<file path="src/swirl_warp_coordinate_map_top_assert.svh">
// ---------------------------------------------------------------------------
// Swirl warp assertion macros
// Implication checks on the block clock, masked during reset.
// ---------------------------------------------------------------------------
`ifndef SWIRL_WARP_COORDINATE_MAP_TOP_ASSERT_SVH
`define SWIRL_WARP_COORDINATE_MAP_TOP_ASSERT_SVH
// same-cycle implication
`define SWM_ASSERT_IMP(lbl, ante, cons, msg) \
  lbl: assert property (@(posedge clk) disable iff (!rst_n) (ante) |-> (cons)) \
    else $error(msg);
// next-cycle implication
`define SWM_ASSERT_NXT(lbl, ante, cons, msg) \
  lbl: assert property (@(posedge clk) disable iff (!rst_n) (ante) |=> (cons)) \
    else $error(msg);
`endif

</file>
<file path="src/swm_sqrt_cell.sv">
// ---------------------------------------------------------------------------
// Swirl warp square root cell
// One root bit per cell, two radicand bits consumed per cell.
// ---------------------------------------------------------------------------
`default_nettype none
module swm_sqrt_cell #(
  parameter int RW = 34,
  parameter int QW = 17,
  parameter int TW = 60
) (
  input  logic          clk,
  input  logic          rst_n,
  input  logic          en,
  input  logic          vi,
  input  logic [QW:0]   rem_i,
  input  logic [QW-1:0] root_i,
  input  logic [RW-1:0] rad_i,
  input  logic [TW-1:0] tag_i,
  output logic          vo,
  output logic [QW:0]   rem_o,
  output logic [QW-1:0] root_o,
  output logic [RW-1:0] rad_o,
  output logic [TW-1:0] tag_o
);
  logic [QW+2:0] t;
  logic [QW+2:0] trial;
  logic [QW+2:0] diff;
  logic          ge;
  logic [QW:0]   rem_nxt;
  logic [QW-1:0] root_nxt;
  logic [RW-1:0] rad_nxt;

  always_comb begin
    t        = {rem_i, rad_i[RW-1:RW-2]};
    trial    = {1'b0, root_i, 2'b01};
    diff     = t - trial;
    ge       = t >= trial;
    rem_nxt  = ge ? diff[QW:0] : t[QW:0];
    root_nxt = {root_i[QW-2:0], ge};
    rad_nxt  = {rad_i[RW-3:0], 2'b00};
  end

  always_ff @(posedge clk) begin
    if (!rst_n) begin
      vo <= 1'b0;
    end else if (en) begin
      vo <= vi;
    end
  end

  always_ff @(posedge clk) begin
    if (en) begin
      rem_o  <= rem_nxt;
      root_o <= root_nxt;
      rad_o  <= rad_nxt;
      tag_o  <= tag_i;
    end
  end
endmodule
`default_nettype wire

</file>
<file path="config.mk">
export PLATFORM = sky130hd
export DESIGN_NAME = swm_sqrt_cell
export DESIGN_NICKNAME = d
export VERILOG_FILES = /design/src/swirl_warp_coordinate_map_top_assert.svh /design/src/swm_sqrt_cell.sv
export SDC_FILE = /design/constraint.sdc
export NUM_CORES = 1
export LEC_CHECK = 0
export ABC_AREA = 0
export BUFFER_PORTS_ARGS = -buffer_cell sky130_fd_sc_hd__clkbuf_2
export CORE_MARGIN = 1.5
export CORE_UTILIZATION = 30
export DETAILED_ROUTE_END_ITERATION = 7
export GPL_TIMING_DRIVEN = 0
export PLACE_DENSITY = 0.57
export SYNTH_ARGS = -nofsm -noshare
export SYNTH_HDL_FRONTEND = slang
export SYNTH_SLANG_ARGS = --single-unit
</file>
<file path="constraint.sdc">
create_clock -name clk -period 3.03 [get_ports clk]
set_clock_uncertainty 0.05 [all_clocks]
set_input_delay 0.606 -clock clk [delete_from_list [all_inputs] [get_ports clk]]
set_output_delay 0.606 -clock clk [all_outputs]
set_load 0.05 [all_outputs]
</file>
==> impl_results.md <==
- Run status: complete, no violations
- Arrival @ worst endpoint: approximately 2.8 ns
- Fmax: about 370 MHz
- Pwr/cell area: between 700 and 800 nW/µm²
- Nets@finish: approximately 740
- Hold Path Class: primary input to register
- Top post-synthesis cells by area: edfxtp_1, ha_1, mux2_2, inv_1, mux2_4
- Worst-path clk slew: 0.06 ns
- Sequential area share after synthesis: 0.739
- Share of cells above drive strength 1: 0.528
- Die Ht: about 130 µm
- Largest net degree at the start of global routing: between 90 and 100
- Critical Path Stages: 10
- Slew Limit Headroom: 0.659
- Top_reg_cell synth: edfxtp_1
- Critical Path Sink: rem_o[13]$_DFFE_PP_
- DR vias: about 3,600
- Crit-path cells: clkbuf_2 -> inv_1 -> ha_1 -> buf_2 -> a21oi_1 -> o21ai_0 -> a311oi_2 -> o211ai_4 -> buf_12 -> mux2_4
- Crit-path max FO: 10
- Pins over their slew limit: 0
- Post-CTS Resized: 0
- Initial Util: 0.309
- HPWL Detailed: 10.9 mm
- Syn-to-layout area delta: 43.8%
- GRT Total Usage: 0.155
- Antenna Violating Nets Remaining: 0
- Die area: approximately 18,000 µm²
- RSZ-0062 raised after global routing: no
- CP endpoint kind: register
- Power Total: between 5 and 6 mW
- Number of flops mapped to enable cells by yosys: around 130
- IO buf count: between 200 and 300
- Vias/cell: between 4 and 5
- Worst-margin pin slew: just over 0.5 ns
- Die width: around 130 µm
- Syn_area_per_cell: roughly 17 µm²
- Detailed Routing Iterations Pass 1: 4
- First-pass GRT wire length: approximately 21 mm
- Final Setup Violations: 0
- Grt total ovfl: 0
- Violation count after the first detailed-routing iteration: 208
- Min Hold Slack: between 0.3 and 0.4 ns
- Setup Fix Bufs, Post-CTS: 0
- CTS root buf: clkbuf_16
- Final period util: 0.898
- Routed wire length: 14.1 mm
- Top cell type by total area after synthesis: edfxtp_1
- Wire per inst: 17.1 µm
- # DRC: 0
- Critical Path RT: about 3.1 ns
- Sinks on Clock Net: between 100 and 150
- Reg2reg path depth: 2
- Core Region: between 15,000 and 20,000 µm²
- Num rows: 47
- Antenna violations before repair: 0
- Final Critical Period: about 2.7 ns
- WP buf/inv: 4
- Final worst slack: about 0.31 ns
- Top cell type's share of synthesized area: 0.736
- Max Root-Sink Buffers: 2
- Ys Warns: 0
- Cell count after placement: a little under 800
- MaxCap Viol Count: 0
- Setup crit start: root_i[7]
- Hold buffers post-CTS: 0
- Cell family with most CP delay: compound AO/OA/AOI/OAI gates
- Cell Count, Final, Fillers Out: ~820
- Seq cells post-synth: about 130
- Synthesized area: around 5200 µm²
- Crit-path max cell delay: 0.46 ns
- Vias in the first global route: around 3,600
- H-tree Lvls: 4
- CTS tree: built
- Worst flop-to-flop path startpoint: vo$_SDFFE_PN0P_
- Ports: ~260
- Layout fillers: about 1,500
- Clk_lat worst skew: 0.41 ns
- Max rail drop VDD: 0.363 mV
- Setup TNS Final: 0 ns
- Post-synth cell types: 49
- Type of the worst setup path: primary input to register
- Worst R2R Setup Slack: 2.38 ns
- Num CTS Buffers: 17
- Placer congestion estimate: between 0.8 and 0.9
- CP startpoint kind: primary input
- Final hold viol count: 0
- Pre-CTS WS: -0.131 ns
- Diode count: 0
- Pleak: between 3 and 4 nW
- Critical path's slowest cell: o211ai_4
- Share of synthesized registers carrying an async set or reset: 0
- Mapped Cells: ~310
- Capture point of the worst reg-to-reg path: vo$_SDFFE_PN0P_
## layout by cell type (no fill, tap or decap), types with 2 or more instances in the layout
cell	n
clkbuf_1	3
ha_1	19
xor2_1	4
bufinv_16	5
o21ai_0	10
buf_4	2
nand4b_1	2
clkbuf_2	259
nor2b_1	3
nand2b_1	2
nor3b_1	3
a211oi_1	3
edfxtp_1	127
nand2_1	7
nor2_1	9
nand4_1	2
buf_2	2
inv_1	26
nand3_1	6
mux2i_1	5
clkbuf_16	17
xnor2_1	8
clkinv_4	2
a21o_1	3
mux2_4	6
and4_1	2
a2111oi_0	2
nor3_1	5
inv_6	6
conb_1	2
o211ai_1	3
a21oi_1	13
mux2_2	9
o221ai_1	2
## layer usage
layer  vias to the layer above  track usage  wire length (µm)
li1                       1753            -                 -
met1                      1724        0.171              5520
met2                       147        0.272              7180
met3                        16       0.0556              1130
met4                         0       0.0621               233
met5                         -            0                 0
## layout make-up
| cell class | instances | area, µm² | area share |
|---|---|---|---|
| sequential | 128 | 3830 | 0.514 |
| multi-input combinational | 148 | 1200 | 0.162 |
| buffer | 7 | 52.6 | 0.00705 |
| timing repair buffer | 261 | 1340 | 0.179 |
| clock buffer | 18 | 429 | 0.0576 |
| inverter | 26 | 97.6 | 0.0131 |
| clock inverter | 14 | 225 | 0.0302 |
| tap | 220 | 275 | 0.0369 |
## sequential cells by signal (all words and copies together), names as in the netlist
signal / count
rad_o: 32
root_o: 17
vo: 1
rem_o: 18
tag_o: 60
## cells by family (layout without fill, tap and decap cells)
family / Yosys count / count (layout) / synth area share
compound gates: 50 / 50 / 0.0709
xor+xnor: 12 / 12 / 0.0203
fa+ha+maj: 19 / 19 / 0.0458
buf+inv: 33 / 326 / 0.0290
flops: 128 / 128 / 0.739
mux: 20 / 20 / 0.0466
other cells: 1 / 2 / 0.000723
simple gates: 45 / 45 / 0.0473
## metrics by stage
step	utilization	instance area (µm²)
4_1_cts	0.445	7460
2_1_floorplan	-	5190
5_1_grt	0.445	7460
6_report	0.445	7460
3_5_place_dp	0.406	6800
3_3_place_gp	0.404	6770
## where the power goes
group / switching [mW] / internal, mW
combinational: 0.846 / 0.309
clock: 0.802 / 1.48
sequential: 0.0401 / 2.13
## cells in the mapped netlist (all sizes together), types with 5 or more instances
cell type	instances
buf	5
edfxtp	127
nand2	7
nand3	6
o21ai	10
inv	26
xnor2	8
ha	19
a21oi	13
nor2	9
nor3	5
mux2i	5
mux2	15
## worst min path at each step
stage	start	endpoint	cells after the start
final	rad_i[13]	rad_o[15]$_DFFE_PP_	1
after global routing	tag_i[39]	tag_o[39]$_DFFE_PP_	1
after CTS	tag_i[6]	tag_o[6]$_DFFE_PP_	1
after detailed placement	vo$_SDFFE_PN0P_	vo$_SDFFE_PN0P_	2
after global placement	vo$_SDFFE_PN0P_	vo$_SDFFE_PN0P_	2
after floorplan	rad_i[8]	rad_o[10]$_DFFE_PP_	0
Note: power is estimated with default switching activity, not from simulation.
