--- src/swirl_warp_coordinate_map_top_assert.svh ---
// ---------------------------------------------------------------------------
// Swirl warp assertion macros
// Implication checks on the block clock, masked during reset.
// ---------------------------------------------------------------------------
`ifndef SWIRL_WARP_COORDINATE_MAP_TOP_ASSERT_SVH
`define SWIRL_WARP_COORDINATE_MAP_TOP_ASSERT_SVH
// same-cycle implication
`define SWM_ASSERT_IMP(lbl, ante, cons, msg) \
  lbl: assert property (@(posedge clk) disable iff (!rst_n) (ante) |-> (cons)) \
    else $error(msg);
// next-cycle implication
`define SWM_ASSERT_NXT(lbl, ante, cons, msg) \
  lbl: assert property (@(posedge clk) disable iff (!rst_n) (ante) |=> (cons)) \
    else $error(msg);
`endif

--- src/swm_pkg.sv ---
// ---------------------------------------------------------------------------
// Swirl warp package
// Fixed widths, register indexes and series divisors.
// ---------------------------------------------------------------------------
`default_nettype none
package swm_pkg;
  localparam int SIZE_W = 13;
  localparam int N_HORNER = 5;

  localparam logic REG_WIDTH  = 1'b0;
  localparam logic REG_HEIGHT = 1'b1;

  localparam logic [SIZE_W-1:0] WIDTH_RST  = 13'd640;
  localparam logic [SIZE_W-1:0] HEIGHT_RST = 13'd480;

  localparam int COS_DIV [N_HORNER] = '{90, 56, 30, 12, 2};
  localparam int SIN_DIV [N_HORNER] = '{72, 42, 20, 6, 1};
  localparam int SIN_USE [N_HORNER] = '{1, 1, 1, 1, 0};
endpackage
`default_nettype wire

--- src/swm_div_cell.sv ---
// ---------------------------------------------------------------------------
// Swirl warp divider cell
// One restoring quotient bit per cell for the x and y lanes.
// ---------------------------------------------------------------------------
`default_nettype none
module swm_div_cell #(
  parameter int DW = 29,
  parameter int TW = 24
) (
  input  logic                                clk,
  input  logic                                rst_n,
  input  logic                                en,
  input  logic                                vi,
  input  logic [1:0][swm_pkg::SIZE_W-1:0]     d,
  input  logic [1:0][swm_pkg::SIZE_W-1:0]     rem_i,
  input  logic [1:0][DW-1:0]                  nq_i,
  input  logic [TW-1:0]                       tag_i,
  output logic                                vo,
  output logic [1:0][swm_pkg::SIZE_W-1:0]     rem_o,
  output logic [1:0][DW-1:0]                  nq_o,
  output logic [TW-1:0]                       tag_o
);
  import swm_pkg::*;

  logic [1:0][SIZE_W-1:0] rem_nxt;
  logic [1:0][DW-1:0]     nq_nxt;
  logic [1:0][SIZE_W:0]   t;
  logic [1:0][SIZE_W:0]   diff;
  logic [1:0]             ge;

  always_comb begin
    for (int l = 0; l < 2; l++) begin
      t[l]       = {rem_i[l], nq_i[l][DW-1]};
      diff[l]    = t[l] - {1'b0, d[l]};
      ge[l]      = t[l] >= {1'b0, d[l]};
      rem_nxt[l] = ge[l] ? diff[l][SIZE_W-1:0] : t[l][SIZE_W-1:0];
      nq_nxt[l]  = {nq_i[l][DW-2:0], ge[l]};
    end
  end

  always_ff @(posedge clk) begin
    if (!rst_n) begin
      vo <= 1'b0;
    end else if (en) begin
      vo <= vi;
    end
  end

  always_ff @(posedge clk) begin
    if (en) begin
      rem_o <= rem_nxt;
      nq_o  <= nq_nxt;
      tag_o <= tag_i;
    end
  end
endmodule
`default_nettype wire

--- config.mk ---
export PLATFORM = sky130hd
export DESIGN_NAME = swm_div_cell
export DESIGN_NICKNAME = d
export VERILOG_FILES = /design/src/swirl_warp_coordinate_map_top_assert.svh /design/src/swm_pkg.sv /design/src/swm_div_cell.sv
export SDC_FILE = /design/constraint.sdc
export NUM_CORES = 1
export LEC_CHECK = 0
export ABC_AREA = 1
export BUFFER_PORTS_ARGS = -buffer_cell sky130_fd_sc_hd__buf_2
export CORE_ASPECT_RATIO = 0.9
export CORE_MARGIN = 1
export CORE_UTILIZATION = 35
export CTS_CLUSTER_DIAMETER = 40
export DETAILED_ROUTE_END_ITERATION = 10
export PLACE_DENSITY_LB_ADDON = 0.15
export SYNTH_ARGS = -nofsm -noshare
export SYNTH_HDL_FRONTEND = slang
export SYNTH_SLANG_ARGS = --single-unit
--- constraint.sdc ---
create_clock -name clk -period 1.5 [get_ports clk]
set_input_delay 0.15 -clock clk [delete_from_list [all_inputs] [get_ports clk]]
set_output_delay 0.15 -clock clk [all_outputs]
set_load 0.05 [all_outputs]
==> key figures <==
Setup path
  – CP arrival: 1620 ps
  – RR Endpoint: vo
  – Reg2reg start: vo
  – Required @ worst endpoint: 1720 ps
  – CP Capture Type: flip-flop
  – Crit path max fanout: 8
  – Kind of critical path: primary input to flip-flop
  – Startpoint types: primary input
  – FF-to-FF setup slack: 860 ps
  – R2R depth: 2

Global route
  – GRT Residual Overflow: 0
  – Antenna violations before repair: 0
  – Vias in the first global route: 5028
  – Largest net degree at the start of global routing: 73
  – Global-route wire length before repair: 24710 µm
  – Overall Global Routing Usage: 19.53%

Die
  – DIE AREA: 0.01667 mm²
  – I/O Pins: 247
  – Std cell rows: 43
  – Initial core utilization: 36.25%
  – Core Area: 0.01560 mm²
  – Die height: 122.6 µm
  – Die width: 136.0 µm

Layout
  – Share of post-route cells with drive strength above 1: 47.37%
  – Antenna Cells: 0
  – Area grow syn2layout: 61.57%
  – Area taken by flip-flops and latches: 0.003263 mm²
  – # fillers: 1365
  – Core Util, Final: 58.56%
  – Nets: 1111
  – Multi-input gate area: 0.002212 mm²
  – Post-Layout Inst Area: 0.009138 mm²

Logic synthesis
  – Synth top cells by count: nand2_1, inv_1, edfxtp_1
  – Synth area leader: edfxtp_1
  – Yosys warnings: 0
  – Syn Inst Count: 535
  – Synth area leaders: edfxtp_1, nand2_1, inv_1, ha_1, nand4_1
  – EDFF count, synth: 108
  – Top-count cell post-synth: nand2_1
  – Synth Flop Type: edfxtp_1
  – Syn_nets: 701
  – Ys async rst share: 0%
  – Cell Area, Synth: 0.005655 mm²
  – Syn avg cell area: 10.57 µm²
  – Post-synth cell types: 27
  – Synthesis-stage register bit count: 109
  – Synth top area share: 57.35%
  – Seq/Total Area, Yosys: 57.70%

STA
  – Tcrit/Tclk final: 93.29%
  – Relative max-transition margin: 74.61%
  – Final setup violation count: 0
  – Final hold vios: 0
  – Final worst slack: 100.6 ps
  – Worst slew pin tran: 380.8 ps
  – RSZ-0062 raised after global routing: no
  – Worst-case clock skew: 0 ps
  – Fin crit period: 1399 ps
  – Maximum clock rate: 0.7146 GHz
  – Post-route setup TNS: 0 ps
  – Max-slew violations: 0

Power
  – Worst vdd ir: 0.5856 mV
  – Pwr Total: 9.130 mW
  – Total leakage power: 4.476 nW
  – Power density over the cells: 999.2 mW/mm²

Route
  – Final ANT Viol Nets: 0
  – Pre-Repair DR Iteration Count: 4
  – Vias per cell: 4.408
  – Metal-1 WL: 7088 µm
  – WL/cell: 14.18 µm
  – Residual DRC count: 0
  – DR iter-0 viols: 216
  – Via count: 5078
  – Routed WL: 16340 µm
  – Wire length on met3: 991 µm
  – DR WL met2: 8006 µm
  – Highest metal used: met4

Min path
  – Worst hold start: vi
  – Hold Crit Endpoint: vo
  – Worst hold stages: 3
  – Worst min path class: primary input to flip-flop

Job
  – Max_cap viols: 0

Clock network
  – Root Buffer: clkbuf_16
  – Worst skew pair latency: 340 ps
  – H-tree depth: 3
  – CTS tree: done
  – Sinks on Clock Net: 109
  – Total clock buffers created by CTS: 9
  – Largest buffer count on any clock path: 2
  – CTS clk-pin slew, worst paths: 80 ps

Place
  – Dpl ws: -304.2 ps
  – Cell Area, Placed: 0.008045 mm²
  – DP HPWL: 12280 µm
  – Port-buffer cells: 246
  – GP Congestion: 0.8698

Outcome
  – Status: completed
[routing by layer]
metal	vias up	track usage [%]
met4	0	5.972
met3	21	4.254
met2	156	33.80
met5	-	0
li1	2567	-
met1	2334	24.31
[sequential cells by signal, summed over array words and instances, names as in the netlist]
name / flops
tag_o: 24
vo: 1
rem_o: 26
nq_o: 58
[cell usage in the layout, fill, tap and decap left out, types with 4 or more instances in the layout]
master and count:
dlygate4sd3_1 80, a21oi_1 8, nand3_4 4, clkbuf_16 9
nand3_1 19, edfxtp_1 108, buf_2 245, nand2_1 132
ha_4 23, o21ai_2 13, inv_1 98, nand3_2 12
buf_12 4, buf_4 75, inv_2 15, nor2_4 4
nand2_2 24, nand2_4 5, nand4_1 22, xor2_1 11
nor2_1 14
[where the power goes]
group          internal (mW)  switching (mW)
Clock                   1.15            1.15
Combinational           1.07            1.99
Sequential              3.70          0.0759
[layout make-up]
cell class | count | area share (%)
multi-input combinational | 305 | 24.21
timing repair buffer | 404 | 29.22
sequential | 109 | 35.71
clock inverter | 7 | 0.6162
tap | 202 | 2.766
clock buffer | 9 | 2.465
inverter | 116 | 5.012
[timing repair]
action,4_1_cts,5_1_grt
setup buffers,0,0
hold buffers,80,0
gates resized for setup,0,2
setup endpoints to repair,0,2
endpoints found under the hold margin,80,0
[worst max-delay path by stage]
stage	start	slack (ps)	to	depth (start not counted)
after global routing	d[5]	2	rem_o[8]	12
after floorplan	nq_i[28]	-30	rem_o[1]	10
final	nq_i[28]	100	rem_o[8]	12
after detailed placement	nq_i[57]	-300	rem_o[25]	12
after global placement	nq_i[28]	-270	rem_o[12]	12
after CTS	nq_i[57]	90	rem_o[25]	12
[logic make-up (layout without fill, tap and decap cells)]
group | Yosys count | in the layout | share of synthesized area, %
adders and majority gates | 28 | 28 | 6.460
AOI/OAI and AO/OA | 24 | 24 | 3.385
buffers and inverters | 121 | 536 | 8.938
xor gates and xnor gates | 13 | 13 | 2.013
DFF | 109 | 109 | 57.70
and+or+nand+nor | 240 | 240 | 21.50
[worst max-delay path, cell delays in order]
cell     delay, ps
buf_2          160
inv_12          40
ha_4           150
fa_2           400
inv_2           80
nand2_1         60
nand3_2        100
nand2_4         70
nand3_4        110
buf_4          180
nand2_2         50
nand2_1         70
[through the flow]
stage / hold WS [ps] / cells
3_3_place_gp: 326.7 / 1056
5_1_grt: 33.58 / 1152
2_1_floorplan: 243.5 / 535
6_report: 32.55 / 1152
3_5_place_dp: 328.6 / 1056
4_1_cts: 15.52 / 1152
(Power assumes the default switching activity.)
