### src/swirl_warp_coordinate_map_top_assert.svh
// ---------------------------------------------------------------------------
// Swirl warp assertion macros
// Implication checks on the block clock, masked during reset.
// ---------------------------------------------------------------------------
`ifndef SWIRL_WARP_COORDINATE_MAP_TOP_ASSERT_SVH
`define SWIRL_WARP_COORDINATE_MAP_TOP_ASSERT_SVH
// same-cycle implication
`define SWM_ASSERT_IMP(lbl, ante, cons, msg) \
  lbl: assert property (@(posedge clk) disable iff (!rst_n) (ante) |-> (cons)) \
    else $error(msg);
// next-cycle implication
`define SWM_ASSERT_NXT(lbl, ante, cons, msg) \
  lbl: assert property (@(posedge clk) disable iff (!rst_n) (ante) |=> (cons)) \
    else $error(msg);
`endif

### src/swm_horner_cell.sv
// ---------------------------------------------------------------------------
// Swirl warp series cell
// One Horner step of the cosine and sine series in three stages:
// product, reciprocal multiply, quotient correction.
// ---------------------------------------------------------------------------
`default_nettype none
module swm_horner_cell #(
  parameter int F      = 16,
  parameter int DC     = 2,
  parameter int DS     = 1,
  parameter int SIN_EN = 1,
  parameter int TW     = 77
) (
  input  logic          clk,
  input  logic          rst_n,
  input  logic          en,
  input  logic          vi,
  input  logic [F:0]    t2_i,
  input  logic [F:0]    sc_i,
  input  logic [F:0]    ss_i,
  input  logic [TW-1:0] tag_i,
  output logic          vo,
  output logic [F:0]    t2_o,
  output logic [F:0]    sc_o,
  output logic [F:0]    ss_o,
  output logic [TW-1:0] tag_o
);
  localparam int K = F + 2;
  localparam longint unsigned MCL = (64'd1 << K) / DC;
  localparam longint unsigned MSL = (64'd1 << K) / DS;
  localparam logic [K:0]   MC  = (K+1)'(MCL);
  localparam logic [K:0]   MS  = (K+1)'(MSL);
  localparam logic [F+8:0] DCV = (F+9)'(DC);
  localparam logic [F+8:0] DSV = (F+9)'(DS);
  localparam logic [F:0]   ONE = {1'b1, {F{1'b0}}};

  logic [2*F+1:0] pc_full, ps_full;
  logic [2*F+3:0] mc_full, ms_full;
  logic [F+8:0]   rc, rs;
  logic [F:0]     qc, qs;
  logic [F:0]     sc_nxt, ss_nxt;

  logic          va_r, vb_r;
  logic [F:0]    t2a_r, pca_r, psa_r, ssa_r;
  logic [TW-1:0] taga_r;
  logic [F:0]    t2b_r, pcb_r, psb_r, qcb_r, qsb_r, ssb_r;
  logic [TW-1:0] tagb_r;

  always_comb begin
    pc_full = t2_i * sc_i;
    ps_full = t2_i * ss_i;
    mc_full = pca_r * MC;
    ms_full = psa_r * MS;
    rc      = (F+9)'(pcb_r) - (F+9)'(qcb_r) * DCV;
    rs      = (F+9)'(psb_r) - (F+9)'(qsb_r) * DSV;
    qc      = (rc >= DCV) ? qcb_r + 1'b1 : qcb_r;
    qs      = (rs >= DSV) ? qsb_r + 1'b1 : qsb_r;
    sc_nxt  = ONE - qc;
    ss_nxt  = (SIN_EN != 0) ? ONE - qs : ssb_r;
  end

  always_ff @(posedge clk) begin
    if (!rst_n) begin
      va_r <= 1'b0;
      vb_r <= 1'b0;
      vo   <= 1'b0;
    end else if (en) begin
      va_r <= vi;
      vb_r <= va_r;
      vo   <= vb_r;
    end
  end

  always_ff @(posedge clk) begin
    if (en) begin
      t2a_r  <= t2_i;
      pca_r  <= pc_full[2*F:F];
      psa_r  <= ps_full[2*F:F];
      ssa_r  <= ss_i;
      taga_r <= tag_i;
      t2b_r  <= t2a_r;
      pcb_r  <= pca_r;
      psb_r  <= psa_r;
      qcb_r  <= mc_full[K+F:K];
      qsb_r  <= ms_full[K+F:K];
      ssb_r  <= ssa_r;
      tagb_r <= taga_r;
      t2_o   <= t2b_r;
      sc_o   <= sc_nxt;
      ss_o   <= ss_nxt;
      tag_o  <= tagb_r;
    end
  end
endmodule
`default_nettype wire

### config.mk
export PLATFORM = sky130hd
export DESIGN_NAME = swm_horner_cell
export DESIGN_NICKNAME = d
export VERILOG_FILES = /design/src/swirl_warp_coordinate_map_top_assert.svh /design/src/swm_horner_cell.sv
export SDC_FILE = /design/constraint.sdc
export NUM_CORES = 1
export LEC_CHECK = 0
export ABC_AREA = 1
export BUFFER_PORTS_ARGS = -buffer_cell sky130_fd_sc_hd__buf_2
export CAP_MARGIN = 15
export CORE_MARGIN = 3
export CORE_UTILIZATION = 55
export DETAILED_ROUTE_END_ITERATION = 7
export PLACE_DENSITY = 0.85
export SLEW_MARGIN = 10
export SYNTH_ARGS = -nofsm -noshare
export SYNTH_HDL_FRONTEND = slang
export SYNTH_SLANG_ARGS = --single-unit
### constraint.sdc
create_clock -name clk -period 7.02 [get_ports clk]
set_input_delay 0.351 -clock clk [delete_from_list [all_inputs] [get_ports clk]]
set_output_delay 0.351 -clock clk [all_outputs]
set_load 0.02 [all_outputs]
==> out/qor.txt, run 1 <==
Final Skew: 0.03072 ns
FFs w/ async S/R, synth: 0
wirelength, routed: 76730 µm
part of the Yosys area used for sequential elements: 0.3570
port buffer count: 260
flop2flop setup slack: 5.11 ns
Yosys top cell by area: edfxtp_1
worst hold path type: primary input to flop
grt ovf: 0
Yosys top cell area share: 0.3551
fin crit period: 5.679 ns
syn_nets: 4137
Critical Path RT: 7.31 ns
worst r2r src: qsb_r[0]
clk sinks: 385
die extent in x: 248.3 µm
WHS Path Cells: 3
remaining antenna violation count after routing: 0
post-CTS sizing: 0
share of cells above drive strength 1: 0.09589
Least-Margin Pin Slew: 1.075 ns
htree depth: 2
Starting DRT DRC Count: 1881
Avg Vias per Cell: 5.205
final count of hold timing violations: 0
top cells by area, synth: edfxtp_1, fa_1, inv_1
CTS tree: built
cell count after synthesis: 3357
Die Area: 0.06168 mm²
WHS Endpoint: va_r
Initial Util: 0.5577
Vias: 23020
Area growth, synth to finish: 12.33%
die outline height: 248.3 µm
Hold Slack: 0.03009 ns
CP endpoint kind: flop
WL/cell: 17.35 µm
Root Driver: clkbuf_16
global-route wire length before repair: 123800 µm
Arr. time, crit path: 5.97 ns
I/O pin count: 261
crit path launch type: primary input
Min-Delay Startpoint: vi
number of global-route vias before repair: 24280
Netlist Area Pre-Place: 0.03230 mm²
clk_lat worst skew: 0.56 ns
status: completed
DRC Markers: 0
nets: 4403
dpl hpwl: 56170 µm
# Max-Cap Violations: 0
gp weighted congestion: 0.8846
synthesized area per cell: 9.622 µm²
# Post-CTS Setup Buffers: 0
Post-synth EDFFs: 382
Seq cells post-synth: 385
setup violators final: 0
Total GRT Usage: 0.2568
final period utilization: 0.8090
Post-synth top cells: inv_1, nand2_1, fa_1
Worst-path clk slew: 0.06 ns
Cell Rows: 88
iteration count of the initial detailed-routing pass: 8
CORE AREA: 0.05792 mm²
antenna violations before repair: 10
CP max FO: 35
R2R Path End: ss_o[16]
total negative setup slack: 0 ns
main flop type after synthesis: edfxtp_1
Distinct cells, synth: 31
RSZ-0062 raised after global routing: false
critical path class: primary input to flop
cell with the most instances after synthesis: inv_1
max_slew headroom: 0.2833
Max Clock Freq: 0.1761 GHz
largest net degree at the start of global routing: 199
Clock Path Buffers: 3
FF-to-FF path depth: 8
Yosys Warn Count: 0
Final Max Slew Viols: 0
TritonCTS buffer count: 38
==> state kept, by name, indices dropped and copies added (netlist names) <==
signal  count
t2b_r      17
tagb_r     77
pca_r      16
sc_o       17
qsb_r      17
vb_r        1
t2_o       17
t2a_r      17
psa_r      17
pcb_r      16
ss_o       17
vo          1
va_r        1
taga_r     77
tag_o      77
==> placed cells by master, fill, tap and decap left out, types with 2 or more instances in the layout <==
cell type        n
o21ai_0         49
o21bai_1         6
clkinv_2         4
nor2_1          96
nor2_2           3
dfxtp_1          3
buf_2          259
o21ai_1          3
nand3_1         48
nand3_2          3
a21o_1           4
xor2_1          25
buf_4           22
nand2_1        869
dlygate4sd3_1   77
nor3_1          14
nor4_1           6
clkbuf_1         8
nand4_1         15
clkinv_1         5
ha_1           206
bufinv_16        4
diode_2          7
a21oi_1         70
clkinv_4         2
nor2_4           2
clkbuf_16       39
inv_1          950
edfxtp_1       382
or2_1            2
and3_1           2
clkbuf_8         2
nor3_2           3
xnor2_1         15
fa_1           442
==> timing repair <==
item                       CTS  global route
setup endpoints to repair    0             0
hold buffers                77             0
hold endpoints to repair    77             0
==> kinds of logic after synthesis <==
family | share of synthesized area
buf+inv | 0.1261
simple gates | 0.1307
fa+ha+maj | 0.3537
flops | 0.3570
compound gates | 0.02165
xor+xnor | 0.01085
==> metal layers <==
| layer | wire length, µm | vias to the layer above | share of wire | GRT usage |
|---|---|---|---|---|
| li1 | - | 10440 | - | - |
| met1 | 29460 | 11210 | 0.38 | 0.3283 |
| met2 | 37290 | 1150 | 0.49 | 0.4364 |
| met3 | 7414 | 212 | 0.097 | 0.05371 |
| met4 | 2528 | 6 | 0.033 | 0.09061 |
| met5 | 41 | - | 0.00053 | 0 |
==> through the flow <==
stage / utilization / area [µm²] / setup WS (ns) / std cells
finish: 0.6265 / 36280 / 1.341 / 4422
global route: 0.6265 / 36280 / 1.064 / 4422
detailed placement: 0.5914 / 34250 / 0.9202 / 4271
floorplan: - / 32300 / 1.579 / 3357
CTS: 0.6262 / 36270 / 1.395 / 4415
global placement: 0.5914 / 34250 / 0.9741 / 4271
==> area by class of cell <==
class	instances	area, µm²
Antenna cell	7	17.52
Clock inverter	18	212.7
Fill cell	4453	21630
Inverter	950	3566
Timing Repair Buffer	360	2267
Sequential cell	385	11530
Tap cell	765	957.2
Multi-Input combinational cell	1888	16700
Clock buffer	49	1033
==> worst max-delay path, cell delays in order <==
cell and delay (ns):
buf_2 0.67, nand2_1 0.19, fa_1 0.55, inv_1 0.05, fa_1 0.49, inv_1 0.05
fa_1 0.47, inv_1 0.05, fa_1 0.50, fa_1 0.55, inv_1 0.06, fa_1 0.53
inv_1 0.04, ha_1 0.32, a21oi_1 0.21, o21ai_0 0.20, a21oi_1 0.18, nand2_1 0.16
nand2_1 0.12, nand2_1 0.07, nand2_1 0.06, nand2_1 0.06
==> how the worst max path moves through the flow <==
| stage | from | to | slack [ns] | depth (start not counted) |
|---|---|---|---|---|
| after floorplan | t2_i[5] | pca_r[5] | 1.58 | 22 |
| after global placement | t2_i[6] | pca_r[15] | 0.97 | 20 |
| after detailed placement | t2_i[6] | pca_r[8] | 0.92 | 22 |
| after CTS | t2_i[13] | pca_r[15] | 1.39 | 24 |
| after global routing | t2_i[6] | pca_r[8] | 1.06 | 22 |
| final | t2_i[6] | pca_r[8] | 1.34 | 22 |
Power of run 1 is left out: the tool's default activity adds up to more than one toggle a clock period on the data nets, which glitch-free logic cannot reach.
==> run 2, diff against run 1 <==
--- a/config.mk
+++ b/config.mk
@@ -11,7 +11,7 @@
 export CORE_MARGIN = 3
 export CORE_UTILIZATION = 55
 export DETAILED_ROUTE_END_ITERATION = 7
-export PLACE_DENSITY = 0.85
+export PLACE_DENSITY = 0.88
 export SLEW_MARGIN = 10
 export SYNTH_ARGS = -nofsm -noshare
 export SYNTH_HDL_FRONTEND = slang
==> constraint.sdc (replaced) <==
create_clock -name clk -period 4.95 [get_ports clk]
set_input_delay 0.2475 -clock clk [delete_from_list [all_inputs] [get_ports clk]]
set_output_delay 0.2475 -clock clk [all_outputs]
set_load 0.02 [all_outputs]
==> run 2 against run 1 <==
Net effect: the flow now finishes with violations (DRC); flip-flop and latch count unchanged; first-iteration DRC count rose by 16%; register-to-register slack got worse by 2.1 ns; non-clock buffer count is 216 higher; critical path type unchanged; critical endpoint is now pca_r[5]; largest cell class unchanged; highest routed layer is now met4.
==> out/qor.txt, run 2 (synthesis results as in run 1) <==
CP max FO: 13
clk_lat worst skew: 0.57 ns
CORE AREA: 0.05792 mm²
worst slack at placement: -0.7762 ns
worst hold path type: primary input to flop
Finished Core Util: 0.6701
Worst-path clk slew: 0.06 ns
Final Skew: 0.01998 ns
Max Clock Freq: 0.2075 GHz
critical path class: primary input to flop
clk sinks: 385
gp weighted congestion: 0.9116
final count of hold timing violations: 0
WHS Endpoint: t2a_r[5]
largest net degree at the start of global routing: 142
CTS tree: built
RSZ-0062 raised after global routing: true
setup violators final: 0
die extent in x: 248.3 µm
iteration count of the initial detailed-routing pass: 8
number of global-route vias before repair: 24980
Area growth, synth to finish: 20.15%
max_slew headroom: 0.4847
crit path launch type: primary input
Least-Margin Pin Slew: 0.7730 ns
most common cell after layout, fill and taps aside: inv_1
Vias: 23920
wirelength, routed: 80130 µm
global-route wire length before repair: 127200 µm
Avg Vias per Cell: 5.153
Root Driver: clkbuf_16
Final Max Slew Viols: 0
Arr. time, crit path: 5.13 ns
Clock Path Buffers: 3
antenna violations before repair: 3
Min-Delay Startpoint: t2_i[5]
# Max-Cap Violations: 0
port buffer count: 260
top flop regs: tag_o (77), taga_r (77), tagb_r (77)
htree depth: 2
WL/cell: 17.27 µm
Die Area: 0.06168 mm²
fin crit period: 4.819 ns
die outline height: 248.3 µm
DRC Markers: 1
R2R Path End: ss_o[16]
status: finished with violations
Initial Util: 0.5577
flop2flop setup slack: 3.05 ns
most frequent cells in the layout: inv_1, nand2_1, fa_1, edfxtp_1, buf_2
final period utilization: 0.9736
share of cells above drive strength 1: 0.1725
Starting DRT DRC Count: 2183
CP endpoint kind: flop
failing checks: DRC
WHS Path Cells: 1
nets: 4621
FF-to-FF path depth: 8
I/O pin count: 261
grt ovf: 0
total negative setup slack: 0 ns
PnR worst setup slack: 0.1308 ns
TritonCTS buffer count: 40
dpl hpwl: 59890 µm
Cell Rows: 88
Total GRT Usage: 0.2633
worst r2r src: qsb_r[0]
Critical Path RT: 5.26 ns
remaining antenna violation count after routing: 0
==> run 2: changes by cell type in the layout (fill, tap and decap cells not counted), moves of 20 or more <==
cell / previous run / this run
buf_2: 259 / 237
o21ai_1: 3 / 24
nor2_1: 96 / 75
o21ai_0: 49 / 25
nand2_1: 869 / 849
buf_4: 22 / 221
a21oi_1: 70 / 47
a21oi_2: 0 / 23
==> run 2: layout make-up <==
class                      instances  area [µm²]
timing repair buffer             576        4170
multi-input combinational       1888       17250
clock buffer                      47        1027
clock inverter                    26       295.3
tap                              765       957.2
sequential                       385       11530
fill                            4091       19100
antenna                            4       10.01
inverter                         950        3566
==> run 2: worst max-delay path by stage <==
stage / slack (ns) / end / cells after the start / from
2_1_floorplan: -0.03 / pca_r[13] / 21 / t2_i[14]
3_3_place_gp: -0.69 / psa_r[16] / 20 / t2_i[8]
3_5_place_dp: -0.78 / psa_r[16] / 20 / t2_i[8]
4_1_cts: 0.0008 / pca_r[13] / 20 / t2_i[6]
5_1_grt: -0.05 / psa_r[7] / 20 / t2_i[8]
6_report: 0.13 / pca_r[5] / 22 / sc_i[6]
==> run 2: routing by layer <==
| metal | part of all wire | GRT usage | up-vias |
|---|---|---|---|
| li1 | - | - | 10870 |
| met1 | 0.39 | 0.3469 | 11680 |
| met2 | 0.49 | 0.4435 | 1173 |
| met3 | 0.093 | 0.05145 | 197 |
| met4 | 0.030 | 0.08328 | 0 |
| met5 | 0 | 0 | - |
==> run 2: worst max-delay path, stage by stage <==
cell      delay (ns)
clkbuf_4        0.20
nand2_1         0.11
inv_1           0.06
fa_1            0.51
inv_1           0.05
fa_1            0.47
fa_1            0.49
inv_1           0.06
fa_1            0.50
fa_1            0.53
inv_1           0.05
fa_1            0.51
inv_2           0.05
ha_4            0.29
buf_4           0.11
nand2_2         0.08
nor2_4          0.14
inv_1           0.09
nor2_2          0.14
nand4_1         0.19
nand4_1         0.17
nand2_1         0.06
==> run 2: per-stage QoR <==
stage,std cells,hold WS [ns],area [µm²]
after floorplan,3357,0.3464,33350
after global routing,4638,0.01115,38800
after global placement,4482,0.4004,36340
after CTS,4635,0.06599,38480
after detailed placement,4482,0.4045,36340
final,4641,0.02798,38810
==> run 2: timing repair <==
action | 4_1_cts | 5_1_grt
buffers inserted | 0 | 1
pin swaps | 0 | 16
gates cloned | 0 | 1
resized for setup | 7 | 92
endpoints found under the setup margin | 24 | 33
hold buffers | 80 | 0
hold endpoints to repair | 80 | 0
Power of run 2 is left out for the same reason.
